`config.mk`:
```
export PLATFORM = sky130hd
export DESIGN_NAME = kll_dist
export DESIGN_NICKNAME = d
export VERILOG_FILES = /design/src/rtl/kll_pkg.sv /design/src/rtl/kll_dist.sv
export SDC_FILE = /design/constraint.sdc
export NUM_CORES = 1
export LEC_CHECK = 0
export ABC_AREA = 0
export BUFFER_PORTS_ARGS = -buffer_cell sky130_fd_sc_hd__buf_4
export CAP_MARGIN = 20
export CORE_UTILIZATION = 58
export DETAILED_ROUTE_END_ITERATION = 12
export PLACE_DENSITY = 0.83
export SYNTH_ARGS = -nofsm -noshare
export SYNTH_HDL_FRONTEND = slang
export SYNTH_SLANG_ARGS = --single-unit
```
`constraint.sdc`:
```
create_clock -name clk -period 9.3 [get_ports clk]
set_clock_uncertainty 0.2 [all_clocks]
set_input_delay 0.93 -clock clk [delete_from_list [all_inputs] [get_ports clk]]
set_output_delay 0.93 -clock clk [all_outputs]
set_load 0.05 [all_outputs]
```
`src/rtl/kll_pkg.sv`:
```
package kll_pkg;

	localparam int MAX_DIM      = 64;
	localparam int MAX_CLUSTERS = 256;
	localparam int DIM_W        = 6;
	localparam int CL_W         = 8;
	localparam int ADDR_W       = CL_W + DIM_W;
	localparam int ELEM_W       = 16;
	localparam int SUM_W        = 33;
	localparam int CNT_W        = 17;
	localparam int ACC_W        = 40;

	// op codes
	localparam logic [1:0] OP_LOAD   = 2'd0;
	localparam logic [1:0] OP_POINT  = 2'd1;
	localparam logic [1:0] OP_FINISH = 2'd2;
	localparam logic [1:0] OP_READ   = 2'd3;

	// register indexes
	localparam logic [1:0] CFG_MODE     = 2'd0;
	localparam logic [1:0] CFG_DIMS     = 2'd1;
	localparam logic [1:0] CFG_CLUSTERS = 2'd2;

	// tag that rides along with one scan read
	typedef struct packed {
		logic            vld;
		logic            first;
		logic            last;
		logic [CL_W-1:0] clust;
	} scan_tag_t;

endpackage

```
`src/rtl/kll_dist.sv`:
```
// multiply-accumulate per centroid element, then running best compare
module kll_dist (
	input  logic                              clk,
	input  logic                              arst_n,
	input  logic                              mode,
	input  kll_pkg::scan_tag_t                tag_s1,
	input  logic signed [kll_pkg::ELEM_W-1:0] cv,
	input  logic signed [kll_pkg::ELEM_W-1:0] pv,
	output logic [kll_pkg::CL_W-1:0]          best_c
);

	localparam int AW = kll_pkg::ACC_W;

	kll_pkg::scan_tag_t          tag_s2;
	logic signed [16:0]          df;
	logic signed [16:0]          opa;
	logic signed [16:0]          opb;
	logic signed [33:0]          prod_s2;
	logic signed [AW-1:0]        acc_q;
	logic                        fin_s3;
	logic [kll_pkg::CL_W-1:0]    c_s3;
	logic signed [AW-1:0]        best_q;
	logic [kll_pkg::CL_W-1:0]    best_c_q;
	logic                        take;

	assign df  = {cv[15], cv} - {pv[15], pv};
	assign opa = mode ? {cv[15], cv} : df;
	assign opb = mode ? {pv[15], pv} : df;

	always_ff @(posedge clk or negedge arst_n) begin
		if (!arst_n) begin
			tag_s2 <= '0;
			fin_s3 <= 1'b0;
		end else begin
			tag_s2 <= tag_s1;
			fin_s3 <= tag_s2.vld && tag_s2.last;
		end
	end

	always_ff @(posedge clk) begin
		prod_s2 <= opa * opb;
		c_s3    <= tag_s2.clust;
		if (tag_s2.vld) begin
			acc_q <= tag_s2.first ? AW'(prod_s2) : acc_q + AW'(prod_s2);
		end
	end

	// lower index wins ties: strict compare
	assign take = (c_s3 == '0) || (mode ? (acc_q > best_q) : (acc_q < best_q));

	always_ff @(posedge clk) begin
		if (fin_s3 && take) begin
			best_q   <= acc_q;
			best_c_q <= c_s3;
		end
	end

	assign best_c = best_c_q;

endmodule

```
Word level (Yosys, flattened, before mapping)

Index checks and enable logic that the tools add are counted.

Register bits: 142
Input port bits: 46
Logic and storage cells: 23

Add/sub/neg operators: 2
Multiply operators: 1
Magnitude comparators: 2
Multiplexer cells: 4
Reduce and logical (&&, ||, !) cells: 4

Operator list:

| kind                         | number |
|---|---|
| adder 40 x 34 -> 40 bit      | 1 |
| > comparator 40 bit          | 1 |
| < comparator 40 bit          | 1 |
| two-way mux 40 bit           | 1 |
| multiplier 17 x 17 -> 34 bit | 1 |
| two-way mux 17 bit           | 2 |
| subtractor 16 x 16 -> 17 bit | 1 |
| logical NOT 8 bit            | 1 |
| logical AND 1 bit            | 2 |
| logical OR 1 bit             | 1 |
| two-way mux 1 bit            | 1 |

Longest topological paths before layout

Depth after elaboration: 4
Mapped depth: 36
Gate-level depth less buffers: 35

Least setup slack after synthesis

No wires, ideal clock.

Path kind: input port to flip-flop
Start: input cv[0] in the netlist's numbering
End: register prod_s2[30]
Setup time: 0.072 ns
Data arrival time: 8.348 ns
Required time: 9.028 ns
Slack: 0.680 ns
Stages: 35
Cells stage by stage: inv_1 -> ha_1 -> fa_1 -> and2b_1 -> o21ai_2 -> a21boi_2 -> o211ai_1 -> a21o_1 -> a21oi_1 -> o31a_1 -> xor2_1 -> mux2_2 -> buf_2 -> nand2_1 -> fa_1 -> inv_1 -> fa_1 -> inv_1 -> fa_1 -> inv_1 -> fa_1 -> fa_1 -> inv_1 -> fa_1 -> inv_1 -> ha_1 -> a21o_1 -> a21o_1 -> a21oi_1 -> nor3b_1 -> a21oi_1 -> a21boi_1 -> a21o_1 -> o41ai_1 -> xnor2_1

Cells in the longest elaborated chain, start to end: 3
Elaborated cells on any way between the ends: 4

Ends and longest elaborated chain:

| what                                  | line                           | RTL |
|---|---|---|
| start: declaration                    | kll_dist.sv:7                  | `input logic signed [kll_pkg::ELEM_W-1:0] cv,` |
| subtractor 16 x 16 -> 17 bit          | kll_dist.sv:26                 | `assign df = {cv[15], cv} - {pv[15], pv};` |
| two-way mux 17 bit (on tied branches) | kll_dist.sv:27, kll_dist.sv:28 |  |
| multiplier 17 x 17 -> 34 bit (*)      | kll_dist.sv:41                 | `prod_s2 <= opa * opb;` |
| end signal: assignment                | kll_dist.sv:41                 |  |
| end: declaration                      | kll_dist.sv:18                 | `logic signed [33:0] prod_s2;` |

Every way passes the cells marked *; elsewhere a longest branch is shown, timed or not.
A chain may end at the register's enable or synchronous reset.

Worst setup path in the final report

Same ends and word-level chain as after synthesis.

==> results_dict.tcl <==
set metrics [dict create \
    rsz0062_at_grt "no" \
    fin_crit_sh 0.961 \
    avgSynthCellArea_um2 9.39 \
    cts_tree "yes" \
    dp_slack_ns -0.0197 \
    end_kind "register" \
    hold_viol 0 \
    num_rows 65 \
    cp_common_cell "fa_1" \
    fin_crit_ns 8.93 \
    clk_path_buf_depth 2 \
    cap_viol_max_count 0 \
    fin_cells 2537 \
    setup_viol 0 \
    worst_pin_slew_ns 0.971 \
    clock_sinks 142 \
    dp_hpwl_um 36900 \
    synth_ff_type "edfxtp_1" \
    ys_seq_area_frac 0.200 \
    drive_gt1_frac 0.0767 \
    critPathMaxFanout 10 \
    cts_inserted_buffers 17 \
    fillerInstances 2536 \
    critical_path_class "in2reg" \
    cp.required_ns 9.46 \
    start_util 0.595 \
    die_w_um 183 \
    syn_inst 2019 \
    cp.arrival_ns 9.10 \
    grt_remaining_overflow 0 \
    setup_slack_ns 0.366 \
    grt_max_degree 72 \
    syn_area_um2 19000 \
    maxSlewViolCount 0 \
    ys_ff_latch 142 \
    track_usage 0.285 \
    synth.distinct_cells 74 \
    place_inst 2503 \
    via_per_inst 5.73 \
    mostFrequentLayoutCell "inv_1" \
    worst_path_max_delay_cell "fa_1" \
    cts_root_buffer "clkbuf_16" \
    die-area_um2 33400 \
    ys_async_sr_fraction 0.0845 \
    vias 14500 \
    fin_nets 2611 \
    max_stage_delay_ns 0.52 \
    finalCoreUtilization 0.647 \
    outcome "finished, final reports clean" \
    final_cell_mix "391 x inv_1, 299 x fa_1, 201 x nand2_1, 200 x nor2_1, 179 x ha_1" \
    drcViolationCount 0 \
    fmax_ghz 0.112 \
    io_pins 54 \
    synth_warnings 0 \
    drt_first_pass_iters 6 \
    grt_pass1_wl_um 74400 \
    clkLatencyLatePin_ns 0.43 \
    synth_nets 2543 \
    fp.dieH_um 183 \
    setup_tns_ns 0 \
    antenna_left 0 \
    drt-total-wl_um 45000 \
    clk_pin_slew_ns 0.06 \
    synth_edf_count 88 \
    hp-class "in2async" \
    max_slew_margin 0.353 \
    cp-start-kind "primary input" \
    grt_pass1_vias 15400 \
    drt_iter0_drc 1195 \
    coreArea_um2 31900 \
    antenna_found_initial 1 \
    syn_to_final_growth_pct 8.89 \
    htree_levels 4 \
    gp_congestion 1.05 \
    avgRoutedWirePerCell_um 17.7 \
    portBuffers 53 \
]
-- cell families (layout without fill, tap and decap cells) --
kind of cell    after synthesis  after routing  share of synthesized area
buf+inv                     441            522                     0.0883
other cells                   0              2                          0
fa+ha+maj                   478            478                      0.434
simple gates                525            525                      0.119
mux                          13             13                    0.00733
xor+xnor                     74             74                     0.0342
compound gates              346            346                      0.118
flops                       142            142                      0.200
-- critical path: cells and delay by family --
kind	cells	cell delay (ns)
AOI/OAI and AO/OA	14	2.80
xor gates and xnor gates	1	0.17
adders and majority gates	9	3.72
buffers and inverters	6	0.33
and+or+nand+nor	4	1.12
-- path summary, 6_finish.rpt --
path,depth (start not counted),from,endpoint,slack [ns]
min reg2reg,0,tag_s2[4],c_s3[4],0.14
max,34,cv[0],prod_s2[30],0.37
min,1,arst_n,tag_s2[7],0.12
max reg2reg,12,acc_q[1],best_q[0],5.29
max in group asynchronous,1,arst_n,tag_s2[9],8.61
min in group clk,0,tag_s2[4],c_s3[4],0.14
-- area by class of cell --
type                       instances  area (um2)  share of cell area
antenna                            2        5.00            0.000242
clock buffer                      19         454              0.0220
clock inverter                    13         125             0.00606
inverter                         392        1470              0.0713
multi-input combinational       1436       13500               0.655
sequential                       142        3780               0.183
tap                              435         544              0.0264
timing repair buffer              98         736              0.0356
-- synthesized netlist by cell type, types with 7 or more instances --
cell type  instances  area (um2)
nor2b_1           16         100
xor2_1            28         245
inv_1            391        1470
nor3_1            16        80.1
nand2_1          202         758
fa_1             299        5990
a21o_1            72         541
o21a_1             9        67.6
dfxtp_1           42         841
edfxtp_1          88        2640
a31oi_1           12        75.1
nor2_1           201         754
and2_1             7        43.8
nand4_1           13        81.3
nand3_1           20         100
a211oi_1           9        67.6
o21ai_0           75         375
o31ai_1            7        52.6
clkbuf_1          35         131
dfrtp_1           12         300
a21oi_1          104         521
and3_1             9        56.3
mux2i_1            8        80.1
nand2b_1          20         125
ha_1             179        2240
buf_2              8        40.0
xnor2_1           46         403
-- what timing repair did --
item	CTS	global route
setup buffers	0	0
hold buffers	0	0
resized for setup	0	3
setup endpoints to repair	0	2
-- flip-flops by register name (all words and copies together) (netlist names) --
signal / cells
best_c: 8
best_q: 40
tag_s2: 11
acc_q: 40
prod_s2: 34
fin_s3: 1
c_s3: 8
-- layer usage --
layer / vias up / global-route usage / share of wire
li1: 6617 / - / -
met1: 7085 / 0.339 / 0.38
met2: 675 / 0.496 / 0.49
met3: 162 / 0.0512 / 0.081
met4: 0 / 0.150 / 0.053
met5: - / 0 / 0
-- through the flow --
step	instance area, um2	hold slack, ns
global placement	20100	0.125
floorplan	19000	0.124
global route	20600	0.121
detailed placement	20100	0.127
CTS	20600	0.123
finish	20600	0.121
Power is not shown: default switching activity piles up to over one toggle a cycle in this logic, so the estimate is an artifact.
