--- src/rtl/kll_pkg.sv ---
package kll_pkg;

	localparam int MAX_DIM      = 64;
	localparam int MAX_CLUSTERS = 256;
	localparam int DIM_W        = 6;
	localparam int CL_W         = 8;
	localparam int ADDR_W       = CL_W + DIM_W;
	localparam int ELEM_W       = 16;
	localparam int SUM_W        = 33;
	localparam int CNT_W        = 17;
	localparam int ACC_W        = 40;

	// op codes
	localparam logic [1:0] OP_LOAD   = 2'd0;
	localparam logic [1:0] OP_POINT  = 2'd1;
	localparam logic [1:0] OP_FINISH = 2'd2;
	localparam logic [1:0] OP_READ   = 2'd3;

	// register indexes
	localparam logic [1:0] CFG_MODE     = 2'd0;
	localparam logic [1:0] CFG_DIMS     = 2'd1;
	localparam logic [1:0] CFG_CLUSTERS = 2'd2;

	// tag that rides along with one scan read
	typedef struct packed {
		logic            vld;
		logic            first;
		logic            last;
		logic [CL_W-1:0] clust;
	} scan_tag_t;

endpackage

--- src/rtl/kll_div.sv ---
// serial signed / unsigned divide, one quotient bit per cycle, 16-bit saturated
module kll_div (
	input  logic                               clk,
	input  logic                               arst_n,
	input  logic                               start,
	input  logic signed [kll_pkg::SUM_W-1:0]   dividend,
	input  logic [kll_pkg::CNT_W-1:0]          divisor,
	output logic                               done,
	output logic signed [kll_pkg::ELEM_W-1:0]  quot
);

	localparam int SW = kll_pkg::SUM_W;
	localparam int CW = kll_pkg::CNT_W;

	logic          busy_q;
	logic          done_q;
	logic [5:0]    cnt_q;
	logic [SW-1:0] mag_q;
	logic [CW-1:0] rem_q;
	logic [CW-1:0] dsr_q;
	logic          neg_q;
	logic [CW:0]   trial;
	logic          fits;
	logic [CW:0]   diff;

	assign trial = {rem_q, mag_q[SW-1]};
	assign fits  = trial >= {1'b0, dsr_q};
	assign diff  = trial - {1'b0, dsr_q};

	always_ff @(posedge clk or negedge arst_n) begin
		if (!arst_n) begin
			busy_q <= 1'b0;
			done_q <= 1'b0;
			cnt_q  <= '0;
		end else begin
			done_q <= 1'b0;
			if (start) begin
				busy_q <= 1'b1;
				cnt_q  <= 6'(SW);
			end else if (busy_q) begin
				cnt_q <= cnt_q - 6'd1;
				if (cnt_q == 6'd1) begin
					busy_q <= 1'b0;
					done_q <= 1'b1;
				end
			end
		end
	end

	always_ff @(posedge clk) begin
		if (start) begin
			neg_q <= dividend[SW-1];
			mag_q <= dividend[SW-1] ? SW'(-dividend) : SW'(dividend);
			rem_q <= '0;
			dsr_q <= divisor;
		end else if (busy_q) begin
			mag_q <= {mag_q[SW-2:0], fits};
			rem_q <= fits ? diff[CW-1:0] : trial[CW-1:0];
		end
	end

	always_comb begin
		if (neg_q) begin
			quot = (mag_q > SW'(32768)) ? 16'sh8000 : 16'(-mag_q[15:0]);
		end else begin
			quot = (mag_q > SW'(32767)) ? 16'sh7fff : mag_q[15:0];
		end
	end

	assign done = done_q;

endmodule

--- config.mk ---
export PLATFORM = sky130hd
export DESIGN_NAME = kll_div
export DESIGN_NICKNAME = d
export VERILOG_FILES = /design/src/rtl/kll_pkg.sv /design/src/rtl/kll_div.sv
export SDC_FILE = /design/constraint.sdc
export NUM_CORES = 1
export LEC_CHECK = 0
export ABC_AREA = 1
export BUFFER_PORTS_ARGS = -buffer_cell sky130_fd_sc_hd__buf_4
export CORE_MARGIN = 2
export CORE_UTILIZATION = 30
export DETAILED_ROUTE_END_ITERATION = 16
export GPL_TIMING_DRIVEN = 0
export PLACE_DENSITY = 0.45
export SETUP_SLACK_MARGIN = 0.2
export SYNTH_ARGS = -nofsm -noshare
export SYNTH_HDL_FRONTEND = slang
export SYNTH_SLANG_ARGS = --single-unit
--- constraint.sdc ---
create_clock -name clk -period 2.9 [get_ports clk]
set_input_delay 0.58 -clock clk [delete_from_list [all_inputs] [get_ports clk]]
set_output_delay 0.58 -clock clk [all_outputs]
set_load 0.03 [all_outputs]
; Yosys cells after proc, flatten, opt, wreduce, memory -nomap -nowiden
; Index checks and enable logic that the tools add are counted.
[op_classes]
muxes = 15
order_cmp = 3
addsub = 4
eq_ne = 1
n_reduce_logical = 1
[op_table]
columns = cell, n
row1 = 2-to-1 mux 33 bit, 3
row2 = 2-to-1 mux 16 bit, 3
row3 = "greater-than comparator 33 x 15 -> 1 bit, second input constant", 1
row4 = "greater-than comparator 33 x 16 -> 1 bit, second input constant", 1
row5 = negation 33 bit, 1
row6 = greater-or-equal comparator 18 x 17 -> 1 bit, 1
row7 = 2-to-1 mux 17 bit, 1
row8 = subtractor 17 bit, 1
row9 = negation 16 bit, 1
row10 = 2-to-1 mux 6 bit, 2
row11 = "equality test 6 x 1 -> 1 bit, second input constant", 1
row12 = 2-to-1 mux 1 bit, 6
row13 = "subtractor 6 x 1 -> 6 bit, second input constant", 1
row14 = nonzero test 2 bit, 1
[totals]
input_bits = 53
register_bits = 76

; Depth between registers and ports, before layout
; Gate-level depths: netlist of run 1.
[depth]
word_depth = 4
ltp_mapped = 16
depth_no_buf = 15

; Least setup slack after synthesis of run 1
; OpenSTA, ideal clock, no wires.
[synth_timing]
path_type = flip-flop to output port
start = register mag_q[1]
end = output port quot[0] (netlist bit)
t_arrival_ns = 1.865
n_path_buf = 0
path_stages_with_launch = 10
path_slack_ns = 0.455
cell_sequence = edfxtp_1 inv_1 ha_1 nand3_2 or2_1 nor2_2 nand3_2 nand2_4 nor2_1 a21oi_1
[synth_between]
elab_chain_cells = 3
elab_cells_between_ends = 5
classes_between = order compare (2) / mux (3)
[synth_lines]
columns = item, line_no
row1 = "start, declared", kll_div.sv:18  ; logic [SW-1:0] mag_q;
row2 = "start signal, assigned", kll_div.sv:53  ; mag_q <= dividend[SW-1] ? SW'(-dividend) : SW'(dividend);
row3 = "start signal, assigned", kll_div.sv:57  ; mag_q <= {mag_q[SW-2:0], fits};
row4 = greater-than comparator 33 x 15 -> 1 bit or greater-than comparator 33 x 16 -> 1 bit (tied branches), "kll_div.sv:66, kll_div.sv:64"
row5 = "2-to-1 mux 16 bit, on equally long branches", "kll_div.sv:66, kll_div.sv:64"
row6 = 2-to-1 mux 16 bit *, kll_div.sv:63  ; if (neg_q) begin
row7 = "end, declared", kll_div.sv:9  ; output logic signed [kll_pkg::ELEM_W-1:0] quot
; Mark *: on every way between the ends. The rest lies on a longest branch, timed or not.

; Worst setup path in the final report of run 1
[layout_timing]
start = register mag_q[5]
end = output port quot[9] (netlist bit)
[layout_between]
elab_chain_cells = 3
elab_cells_between_ends = 6
classes_between = add/sub (1) / order compare (2) / mux (3)
[layout_lines]
columns = item, line_no
row1 = greater-than comparator 33 x 15 -> 1 bit (tied with other cells), kll_div.sv:66  ; quot = (mag_q > SW'(32767)) ? 16'sh7fff : mag_q[15:0];
row2 = "2-to-1 mux 16 bit, on equally long branches", "kll_div.sv:66, kll_div.sv:64"
row3 = 2-to-1 mux 16 bit *, kll_div.sv:63
; Marks and branches as above.

==> key figures, run 1 <==
Status
  • Status: finished, final reports clean

Clock tree
  • Clock Latency Late Sink: 350 ps
  • Clock transition at path regs: 70 ps
  • Longest Clk Path Bufs: 2
  • CTS tree: done
  • H-tree Lvls: 3
  • CTS Buf Count: 9
  • Root Buffer: clkbuf_16
  • Clk sink count: 76

Timing
  • Worst slew pin tran: 772 ps
  • Setup violators final: 0
  • Fmax: 0.366 GHz
  • RSZ-0062 raised after global routing: yes
  • Post-route clock skew: 9.30 ps
  • Rel. slew slack: 48.4%
  • Final Hold Vio Count: 0
  • Total negative setup slack: 0 ps
  • Period utilization: 94.3%
  • Max-slew violation count: 0
  • Final min period: 2730 ps

Synthesis
  • Post-Synth XOR/XNOR Area: 4.55%
  • Post-synth EDFFs: 51
  • Synth Area in Compound Gates: 5.44%
  • Avg Inst Size Synth: 6.70 um^2
  • Post-Syn Area: 0.00617 mm^2
  • Post-Syn Nets: 996
  • Simple-gate share of the synthesized area: 42.2%
  • Post-synth top area cell: edfxtp_1
  • Synth top area cells: edfxtp_1, nand2_1, inv_1
  • Largest family of logic cells by synthesized area: simple AND/OR/NAND/NOR gates
  • Share of the synthesized area in the top cell type: 24.8%
  • Post-synthesis adder-cell area fraction: 4.79%
  • #FFs+latches synth: 76
  • Yosys synthesis warning count: 0
  • Gate Count Post-Synth: 920
  • Mux contribution to synthesized area: 0%
  • Post-synthesis cell type count: 42
  • Sequential fraction of the synthesis area: 33.6%
  • Ys async rst share: 10.5%
  • Most frequently used flop master after synthesis: edfxtp_1

Detailed routing
  • DR vias: 6070
  • Final WL: 19200 um
  • DRC: 0
  • ANT nets after route: 0
  • DR pass1 iterations: 5
  • Initial DRC Count: 405
  • Routed len/inst: 14.7 um
  • Routed vias/inst: 4.65

Power and ir drop
  • Leakage: 0.00375 uW
  • Peak VDD IR: 242 uV
  • Pwr/cell area: 610 mW/mm^2

GRT
  • Vias in the first global route: 5816
  • Antenna violations before repair: 0
  • GRT Total Usage: 18.0%
  • Remaining global-route overflow: 0
  • Largest net degree at the start of global routing: 20
  • First-pass GRT wire length: 30600 um

Setup path
  • CP bufs+invs: 3
  • WS Path Type: reg2out
  • Max stage delay on crit path: 500 ps
  • WP data required: 2320 ps
  • Critical path's top delay family: simple AND/OR/NAND/NOR gates
  • Worst-path maximum fanout: 5
  • Worst-path cell chain: inv_2 -> nand4_1 -> or2_4 -> nor2_4 -> nand3_2 -> nand2_4 -> buf_8 -> nand3b_1 -> nand2_1 -> buf_6
  • Crit. End Element: output port
  • Data arrival, critical path: 2150 ps
  • CP max stage cell: edfxtp_1
  • Startpoint types: flip-flop

Run
  • MaxCap Viol Count: 0

Final layout
  • ANT cells: 0
  • Nets@finish: 1107
  • Share of layout cells above drive strength 1: 19.0%
  • Area Overhead vs Synth: 26.6%
  • Fillers: 2202
  • Final Core Density: 38.6%

Place
  • Routability congestion estimate: 0.860
  • Port bufs: 69
  • Hpwl dp: 14600 um

Floorplanning
  • # rows: 52
  • Die Footprint: 0.0217 mm^2
  • Core area: 0.0202 mm^2
  • Die W: 147 um
  • Starting density of the core: 30.5%
  • # IOs: 70
  • Die Y: 147 um

Worst hold path
  • Worst min path class: in2async
-- worst register-to-register path, delay by kind of cell (launching register included) --
| kind | cells | cell delay [ps] |
|---|---|---|
| compound gates | 1 | 60 |
| fa+ha+maj | 2 | 560 |
| flops | 1 | 370 |
| simple gates | 9 | 770 |
| buf+inv | 3 | 370 |
-- synth_stat cells (2+ instances only) --
master,count
a21oi_1,19
a31oi_1,4
buf_1,3
buf_2,4
buf_6,4
clkbuf_1,9
clkinv_1,3
dfrtp_1,8
dfxtp_1,17
edfxtp_1,51
ha_1,22
inv_1,105
inv_2,15
nand2_1,336
nand2_2,6
nand2_4,4
nand2_8,2
nand3_1,77
nand3_2,4
nand3b_1,27
nand4_1,14
nor2_1,85
nor2_2,6
nor2_4,2
nor3_1,14
o21ai_0,23
o21ai_1,6
o21bai_1,2
o22ai_1,5
xnor2_1,8
xor2_1,24
-- worst paths after layout --
kind                             end       start  depth (start not counted)  slack (ps)
max in group asynchronous     busy_q      arst_n                          1        2730
max                          quot[9]    mag_q[5]                         10         170
min reg2reg                rem_q[14]   rem_q[14]                          2         470
max reg2reg                 mag_q[0]   mag_q[32]                         15         510
min in group clk            dsr_q[3]  divisor[3]                          1         400
min                             done      arst_n                          1          40
-- timing repair --
action | CTS | global route
hold endpoints to repair | 0 | 0
resized for setup | 37 | 24
pin swaps | 8 | 10
gates cloned | 1 | 0
endpoints found under the setup margin | 16 | 16
setup buffers | 14 | 15
hold buffers | 0 | 0
-- area by class of cell --
class                      instances  area [um^2]  share of cell area [%]
tap                              270          338                    4.33
buffer                            21          125                    1.60
sequential                        76         2070                    26.5
clock inverter                     7         56.3                   0.721
timing repair buffer             100          855                    10.9
inverter                         123          467                    5.98
multi-input combinational        700         3670                    47.0
clock buffer                       9          225                    2.88
-- logic make-up (layout without fill, tap and decap cells) --
group,count (synthesis),after routing
AOI/OAI and AO/OA,62,62
xor gates and xnor gates,32,32
adders and majority gates,23,23
buffers and inverters,144,260
DFF,76,76
and+or+nand+nor,583,583
-- power by group --
part	internal, uW	switching (uW)	total, uW
registers	1390	162	1550
clock network	592	505	1100
logic	840	1280	2120
total	2820	1950	4770
-- layer usage --
layer	up-vias	track usage (%)	routed length (um)
li1	3185	-	-
met1	2760	24.4	9280
met2	111	29.9	8900
met3	14	3.54	782
met4	0	3.89	199
met5	-	0	0
-- stage by stage --
step | hold slack, ps | instances | instance area (um^2) | setup WS, ps | power [uW]
5_1_grt | 27.5 | 1306 | 7810 | 77.1 | 5140
3_5_place_dp | 414 | 1260 | 7050 | 66.3 | 3520
2_1_floorplan | 284 | 920 | 6170 | 455 | 2960
6_report | 37.1 | 1306 | 7810 | 165 | 4770
3_3_place_gp | 412 | 1259 | 7020 | -155 | 3510
4_1_cts | 28.5 | 1291 | 7600 | 135 | 4750
-- cells in the final DEF, fill, tap and decap left out, drive strengths merged --
| master | Yosys | routed |
|---|---|---|
| a21oi | 20 | 20 |
| a31oi | 4 | 4 |
| and2 | 1 | 1 |
| buf | 12 | 112 |
| clkbuf | 9 | 18 |
| clkinv | 3 | 5 |
| clkinvlp | 0 | 1 |
| dfrtp | 8 | 8 |
| dfxtp | 17 | 17 |
| edfxtp | 51 | 51 |
| fa | 1 | 1 |
| ha | 22 | 22 |
| inv | 120 | 124 |
| nand2 | 348 | 348 |
| nand3 | 81 | 81 |
| nand3b | 27 | 27 |
| nand4 | 14 | 14 |
| nor2 | 94 | 94 |
| nor3 | 14 | 14 |
| nor3b | 1 | 1 |
| nor4 | 1 | 1 |
| o21a | 1 | 1 |
| o21ai | 29 | 29 |
| o21bai | 2 | 2 |
| o22ai | 5 | 5 |
| o31ai | 1 | 1 |
| or2 | 2 | 2 |
| xnor2 | 8 | 8 |
| xor2 | 24 | 24 |
-- flip-flops by register name (all words and copies together) (netlist names) --
name / flops
busy_q: 1
rem_q: 17
done: 1
neg_q: 1
dsr_q: 17
cnt_q: 6
mag_q: 33
Note: power is estimated with default switching activity, not from simulation.
==> run 2: changes to the inputs <==
--- a/config.mk
+++ b/config.mk
@@ -6,12 +6,12 @@
 export NUM_CORES = 1
 export LEC_CHECK = 0
 export ABC_AREA = 1
-export BUFFER_PORTS_ARGS = -buffer_cell sky130_fd_sc_hd__buf_4
 export CORE_MARGIN = 2
 export CORE_UTILIZATION = 30
 export DETAILED_ROUTE_END_ITERATION = 16
+export DONT_BUFFER_PORTS = 1
 export GPL_TIMING_DRIVEN = 0
-export PLACE_DENSITY = 0.45
+export PLACE_DENSITY = 0.42
 export SETUP_SLACK_MARGIN = 0.2
 export SYNTH_ARGS = -nofsm -noshare
 export SYNTH_HDL_FRONTEND = slang
==> run 2 against run 1 <==
Global-route usage up 0.43 points. Sequential share of layout area increased by 1.2 points. Setup slack lost 17 ps. Sequential power barely moved. Wire length rose by 2.3%. Worst hold slack better by 290 ps. Via count decreased by 3.5%. Fmax down 0.60%. Combinational power shrank 4%. Clock power increased by 16%. Register-to-register slack lost 30 ps. Largest cell class unchanged.
==> key figures, run 2 (same netlist as run 1, synthesis figures left out) <==
Setup path
  • WP data required: 2320 ps
  • Data arrival, critical path: 2170 ps
  • Worst-path maximum fanout: 5
  • Startpoint types: flip-flop
  • Crit. End Element: output port
  • WS Path Type: reg2out
  • R2r startpoint: busy_q
  • FF-to-FF End: mag_q[2]
  • R2R cell count: 3
  • R2R Setup Slk: 480 ps

Worst hold path
  • Worst min path class: in2reg
  • Min-delay src: divisor[16]
  • Worst Hold Path Cells: 0
  • Hold Path End: dsr_q[16]

Detailed routing
  • DRC: 0
  • DR pass1 iterations: 4
  • ANT nets after route: 0
  • Final WL: 19600 um
  • Routed vias/inst: 4.71
  • Routed len/inst: 15.7 um
  • Initial DRC Count: 346
  • DR vias: 5859

Floorplanning
  • Starting density of the core: 30.5%
  • Die Footprint: 0.0217 mm^2
  • Die Y: 147 um
  • Die W: 147 um
  • Core area: 0.0202 mm^2
  • # rows: 52
  • # IOs: 70

Timing
  • Worst slew pin tran: 806 ps
  • Total negative setup slack: 0 ps
  • Final Hold Vio Count: 0
  • Hold slack: 326 ps
  • Post-route clock skew: 6.67 ps
  • Fmax: 0.363 GHz
  • Rel. slew slack: 46.1%
  • Setup violators final: 0
  • Min setup slack post-route: 149 ps
  • Max-slew violation count: 0
  • Final min period: 2750 ps
  • RSZ-0062 raised after global routing: yes
  • Period utilization: 94.9%

Final layout
  • ANT cells: 0
  • Final Core Density: 37.0%
  • Most flops, register: mag_q
  • Max reg flops: 33
  • Share of layout cells above drive strength 1: 14.5%
  • Nets@finish: 1046
  • Commonest cells after routing, fill and taps aside: nand2_1, inv_1, nor2_1, nand3_1, edfxtp_1
  • Fillers: 2251
  • Regs by FF count: mag_q: 33 flops, dsr_q: 17 flops, rem_q: 17 flops
  • Area Overhead vs Synth: 21.3%
  • Most common cell after layout, fill and taps aside: nand2_1

Power and ir drop
  • Pwr/cell area: 652 mW/mm^2
  • Comb pwr share: 41.9%
  • Sequential power share: 31.9%
  • Clk pwr share: 26.3%
  • Net Sw Frac: 39.0%
  • Net switching power: 1900 uW
  • P_int: 2980 uW
  • Peak VDD IR: 277 uV
  • Leakage: 0.00349 uW

Place
  • Pre-CTS WS: 109 ps
  • Routability congestion estimate: 0.827
  • Port bufs: 0
  • Hpwl dp: 14500 um

Status
  • Status: finished, final reports clean

Clock tree
  • CTS Buf Count: 9
  • Clock transition at path regs: 60 ps
  • CTS tree: done
  • Clk sink count: 76
  • Longest Clk Path Bufs: 2
  • H-tree Lvls: 3
  • Clock Latency Late Sink: 340 ps
  • Root Buffer: clkbuf_16

GRT
  • GRT Total Usage: 18.4%
  • Antenna violations before repair: 0
  • Vias in the first global route: 5718
  • Remaining global-route overflow: 0
  • Largest net degree at the start of global routing: 35
  • First-pass GRT wire length: 31400 um

Run
  • MaxCap Viol Count: 0
[run 2: changes by cell type in the layout (fill, tap and decap cells not counted), sizes merged]
cell         change
dlygate4sd3      +1
bufinv           +2
clkinv           +2
buf             -62
clkbuf           +1
clkinvlp         -1
inv              -4
[run 2: per-layer routing]
layer  vias to the layer above  wire length, um  GRT usage, %
li1                       3029                -             -
met1                      2733             9960          26.5
met2                        84             8740          28.9
met3                        13              715          3.26
met4                         0              188          4.23
met5                         -                0             0
[run 2: area by class of cell]
| class | instances | area (um^2) | share of cell area, % |
|---|---|---|---|
| Multi-Input combinational cell | 700 | 3780 | 50.5 |
| Sequential cell | 76 | 2070 | 27.7 |
| Inverter | 123 | 464 | 6.21 |
| Timing Repair Buffer | 39 | 369 | 4.93 |
| Tap cell | 270 | 338 | 4.52 |
| Clock buffer | 10 | 250 | 3.35 |
| Buffer | 21 | 125 | 1.67 |
| Clock inverter | 6 | 83.8 | 1.12 |
[run 2: power by group through the flow]
stage	registers [uW]	clock network (uW)	logic, uW
floorplan	1520	0	1440
global placement	1580	0	1840
detailed placement	1570	0	1830
CTS	1550	1320	1960
global route	1590	1360	2330
finish	1550	1280	2040
[run 2: worst max path at each step]
stage | from | endpoint | slack (ps) | cells past startpoint
global route | mag_q[12] | quot[9] | 50 | 11
finish | mag_q[0] | quot[9] | 150 | 11
detailed placement | start | cnt_q[1] | 110 | 4
floorplan | mag_q[1] | quot[0] | 450 | 9
global placement | mag_q[0] | quot[0] | 90 | 9
CTS | mag_q[0] | quot[12] | 130 | 11
[run 2: worst max-delay path, cell delays in order (launching register included)]
cell and delay [ps]:
edfxtp_1 420, inv_2 120, ha_4 150, nand3_4 60, or2_4 260, nor2_4 110, nand3_2 90, nand2_4 130
buf_12 120, buf_8 100, nand3b_1 110, nand2_4 160
[run 2: metrics by stage]
stage | area, um^2 | total power [uW] | std cells
4_1_cts | 7200 | 4820 | 1226
3_5_place_dp | 6500 | 3400 | 1190
3_3_place_gp | 6500 | 3410 | 1190
2_1_floorplan | 6170 | 2960 | 920
5_1_grt | 7480 | 5280 | 1245
6_report | 7480 | 4880 | 1245
[run 2: what timing repair did]
item	CTS	global route
hold buffers	1	0
resized for setup	42	27
buffers inserted	18	17
hold endpoints to repair	8	0
gates cloned	1	1
pin swaps	8	11
setup endpoints to repair	16	16
==> run 3: changes to the inputs <==
--- a/config.mk
+++ b/config.mk
@@ -7,11 +7,11 @@
 export LEC_CHECK = 0
 export ABC_AREA = 1
 export CORE_MARGIN = 2
-export CORE_UTILIZATION = 30
+export CORE_UTILIZATION = 45
 export DETAILED_ROUTE_END_ITERATION = 16
 export DONT_BUFFER_PORTS = 1
 export GPL_TIMING_DRIVEN = 0
-export PLACE_DENSITY = 0.42
+export PLACE_DENSITY = 0.58
 export SETUP_SLACK_MARGIN = 0.2
 export SYNTH_ARGS = -nofsm -noshare
 export SYNTH_HDL_FRONTEND = slang
==> run 3 against run 2 <==
Power shrank 1.8%. Die area shrank 33%. Utilization grew 17 points. Sequential power is essentially flat. Clock skew grew 7.2 ps. Register-to-register slack gained 70 ps. Setup slack gained 95 ps. Global-route usage grew 5.4 points. Final area shrank 3.8%. Largest cell class unchanged.
==> key figures, run 3 (same netlist as run 1, synthesis figures left out) <==
Final layout
  • Fillers: 1316
  • Share of layout cells above drive strength 1: 14.0%
  • Most common cell after layout, fill and taps aside: nand2_1
  • Most flops, register: mag_q
  • ANT cells: 0
  • Nets@finish: 1041
  • Max reg flops: 33
  • Commonest cells after routing, fill and taps aside: nand2_1, inv_1, nor2_1, nand3_1, edfxtp_1
  • Regs by FF count: mag_q: 33 flops, dsr_q: 17 flops, rem_q: 17 flops
  • Final Core Density: 54.1%
  • Post-route cell area: 0.00720 mm^2
  • Area Overhead vs Synth: 16.7%

Floorplanning
  • # IOs: 70
  • Core area: 0.0133 mm^2
  • Starting density of the core: 46.4%
  • Die Footprint: 0.0147 mm^2
  • # rows: 42
  • Die Y: 121 um
  • Die W: 121 um

Detailed routing
  • Routed vias/inst: 5.18
  • M1 WL: 8110 um
  • DR pass1 iterations: 5
  • DR vias: 5932
  • Met3 Wirelength: 1080 um
  • ANT nets after route: 0
  • Routed len/inst: 15.2 um
  • DR top layer: met5
  • Met2 wire len: 7980 um
  • Initial DRC Count: 500
  • DRC: 0
  • Final WL: 17400 um

Power and ir drop
  • Net switching power: 1870 uW
  • Comb pwr share: 41.5%
  • Clk pwr share: 26.0%
  • Pwr/cell area: 666 mW/mm^2
  • Leakage: 0.00342 uW
  • P_int: 2920 uW
  • Sequential power share: 32.4%
  • Net Sw Frac: 39.1%
  • Peak VDD IR: 350 uV

Worst hold path
  • Worst min path class: in2reg
  • Hold Path End: dsr_q[5]
  • Min-delay src: divisor[5]
  • Worst Hold Path Cells: 0

Setup path
  • Data arrival, critical path: 2080 ps
  • R2R cell count: 15
  • FF-to-FF End: mag_q[0]
  • R2R Setup Slk: 550 ps
  • Startpoint types: flip-flop
  • R2r startpoint: mag_q[32]
  • Crit. End Element: output port
  • WS Path Type: reg2out
  • Worst-path maximum fanout: 7
  • WP data required: 2320 ps

Clock tree
  • Clk sink count: 76
  • Root Buffer: clkbuf_16
  • Clock Latency Late Sink: 350 ps
  • Clock transition at path regs: 70 ps
  • CTS Buf Count: 9
  • Longest Clk Path Bufs: 2
  • CTS tree: done
  • H-tree Lvls: 3

Timing
  • Post-route clock skew: 13.9 ps
  • Setup violators final: 0
  • RSZ-0062 raised after global routing: yes
  • Rel. slew slack: 53.1%
  • Final Hold Vio Count: 0
  • Fmax: 0.376 GHz
  • Hold slack: 321 ps
  • Period utilization: 91.6%
  • Max-slew violation count: 0
  • Final min period: 2660 ps
  • Min setup slack post-route: 243 ps
  • Total negative setup slack: 0 ps
  • Worst slew pin tran: 701 ps

Place
  • Pre-CTS WS: 175 ps
  • Port bufs: 0
  • Hpwl dp: 13100 um
  • Routability congestion estimate: 0.945
  • DP Area: 0.00639 mm^2

GRT
  • Vias in the first global route: 5549
  • Antenna violations before repair: 2
  • GRT Total Usage: 23.8%
  • Largest net degree at the start of global routing: 35
  • Remaining global-route overflow: 0
  • First-pass GRT wire length: 27500 um

Status
  • Status: finished, final reports clean

Run
  • MaxCap Viol Count: 0
==> run 3: changes by cell type in the layout (fill, tap and decap cells not counted), moves of 2 or more <==
| cell | previous run | this run |
|---|---|---|
| inv_4 | 2 | 0 |
| inv_6 | 0 | 2 |
| nand3_4 | 5 | 1 |
| nand3_2 | 6 | 9 |
| buf_16 | 2 | 0 |
| nand2_2 | 7 | 9 |
==> run 3: what timing repair did <==
item                                   CTS  global route
setup buffers                            6            25
resized for setup                       28            30
endpoints found under the hold margin    8             0
pin swaps                                4            13
cloned                                   1             0
hold buffers                             1             0
setup endpoints to repair               16            16
==> run 3: metrics by stage <==
step,power (uW),cells
6_report,4790,1146
5_1_grt,5140,1146
4_1_cts,4680,1120
3_5_place_dp,3360,1096
3_3_place_gp,3330,1096
2_1_floorplan,2960,920
==> run 3: layout make-up <==
class / instances / area (um^2) / area share, %
multi-input combinational: 700 / 3730 / 51.8
tap: 176 / 220 / 3.06
sequential: 76 / 2070 / 28.8
clock inverter: 7 / 97.6 / 1.36
inverter: 123 / 462 / 6.41
buffer: 21 / 121 / 1.69
timing repair buffer: 34 / 274 / 3.81
clock buffer: 9 / 225 / 3.13
==> run 3: worst max-delay path by stage <==
stage | depth (start not counted) | endpoint | slack [ps] | start
final | 10 | quot[4] | 240 | mag_q[0]
after floorplan | 9 | quot[0] | 450 | mag_q[1]
after global placement | 9 | quot[0] | 160 | mag_q[0]
after detailed placement | 9 | quot[0] | 170 | mag_q[0]
after CTS | 10 | quot[4] | 200 | mag_q[1]
after global routing | 10 | quot[2] | 110 | mag_q[12]
==> run 3: critical path, stage by stage (launching register included) <==
cell and delay [ps]:
edfxtp_1 410, inv_2 120, ha_4 150, nand3_4 100, or2_4 260, nor2_4 80, nand3_2 80, nand2_4 120
buf_6 120, nand3b_1 130, nand2_4 150
==> run 3: routing by layer <==
layer / global-route usage (%) / vias to the layer above
met2: 37.9 / 156
met5: 0 / -
met4: 6.54 / 4
met3: 5.55 / 17
li1: - / 3037
met1: 32.5 / 2718
==> run 3: power by group through the flow <==
stage / Clock [uW] / Combinational [uW] / Sequential, uW
detailed placement: 0 / 1790 / 1570
global placement: 0 / 1770 / 1560
CTS: 1260 / 1870 / 1550
floorplan: 0 / 1440 / 1520
global route: 1310 / 2250 / 1580
finish: 1250 / 1990 / 1550
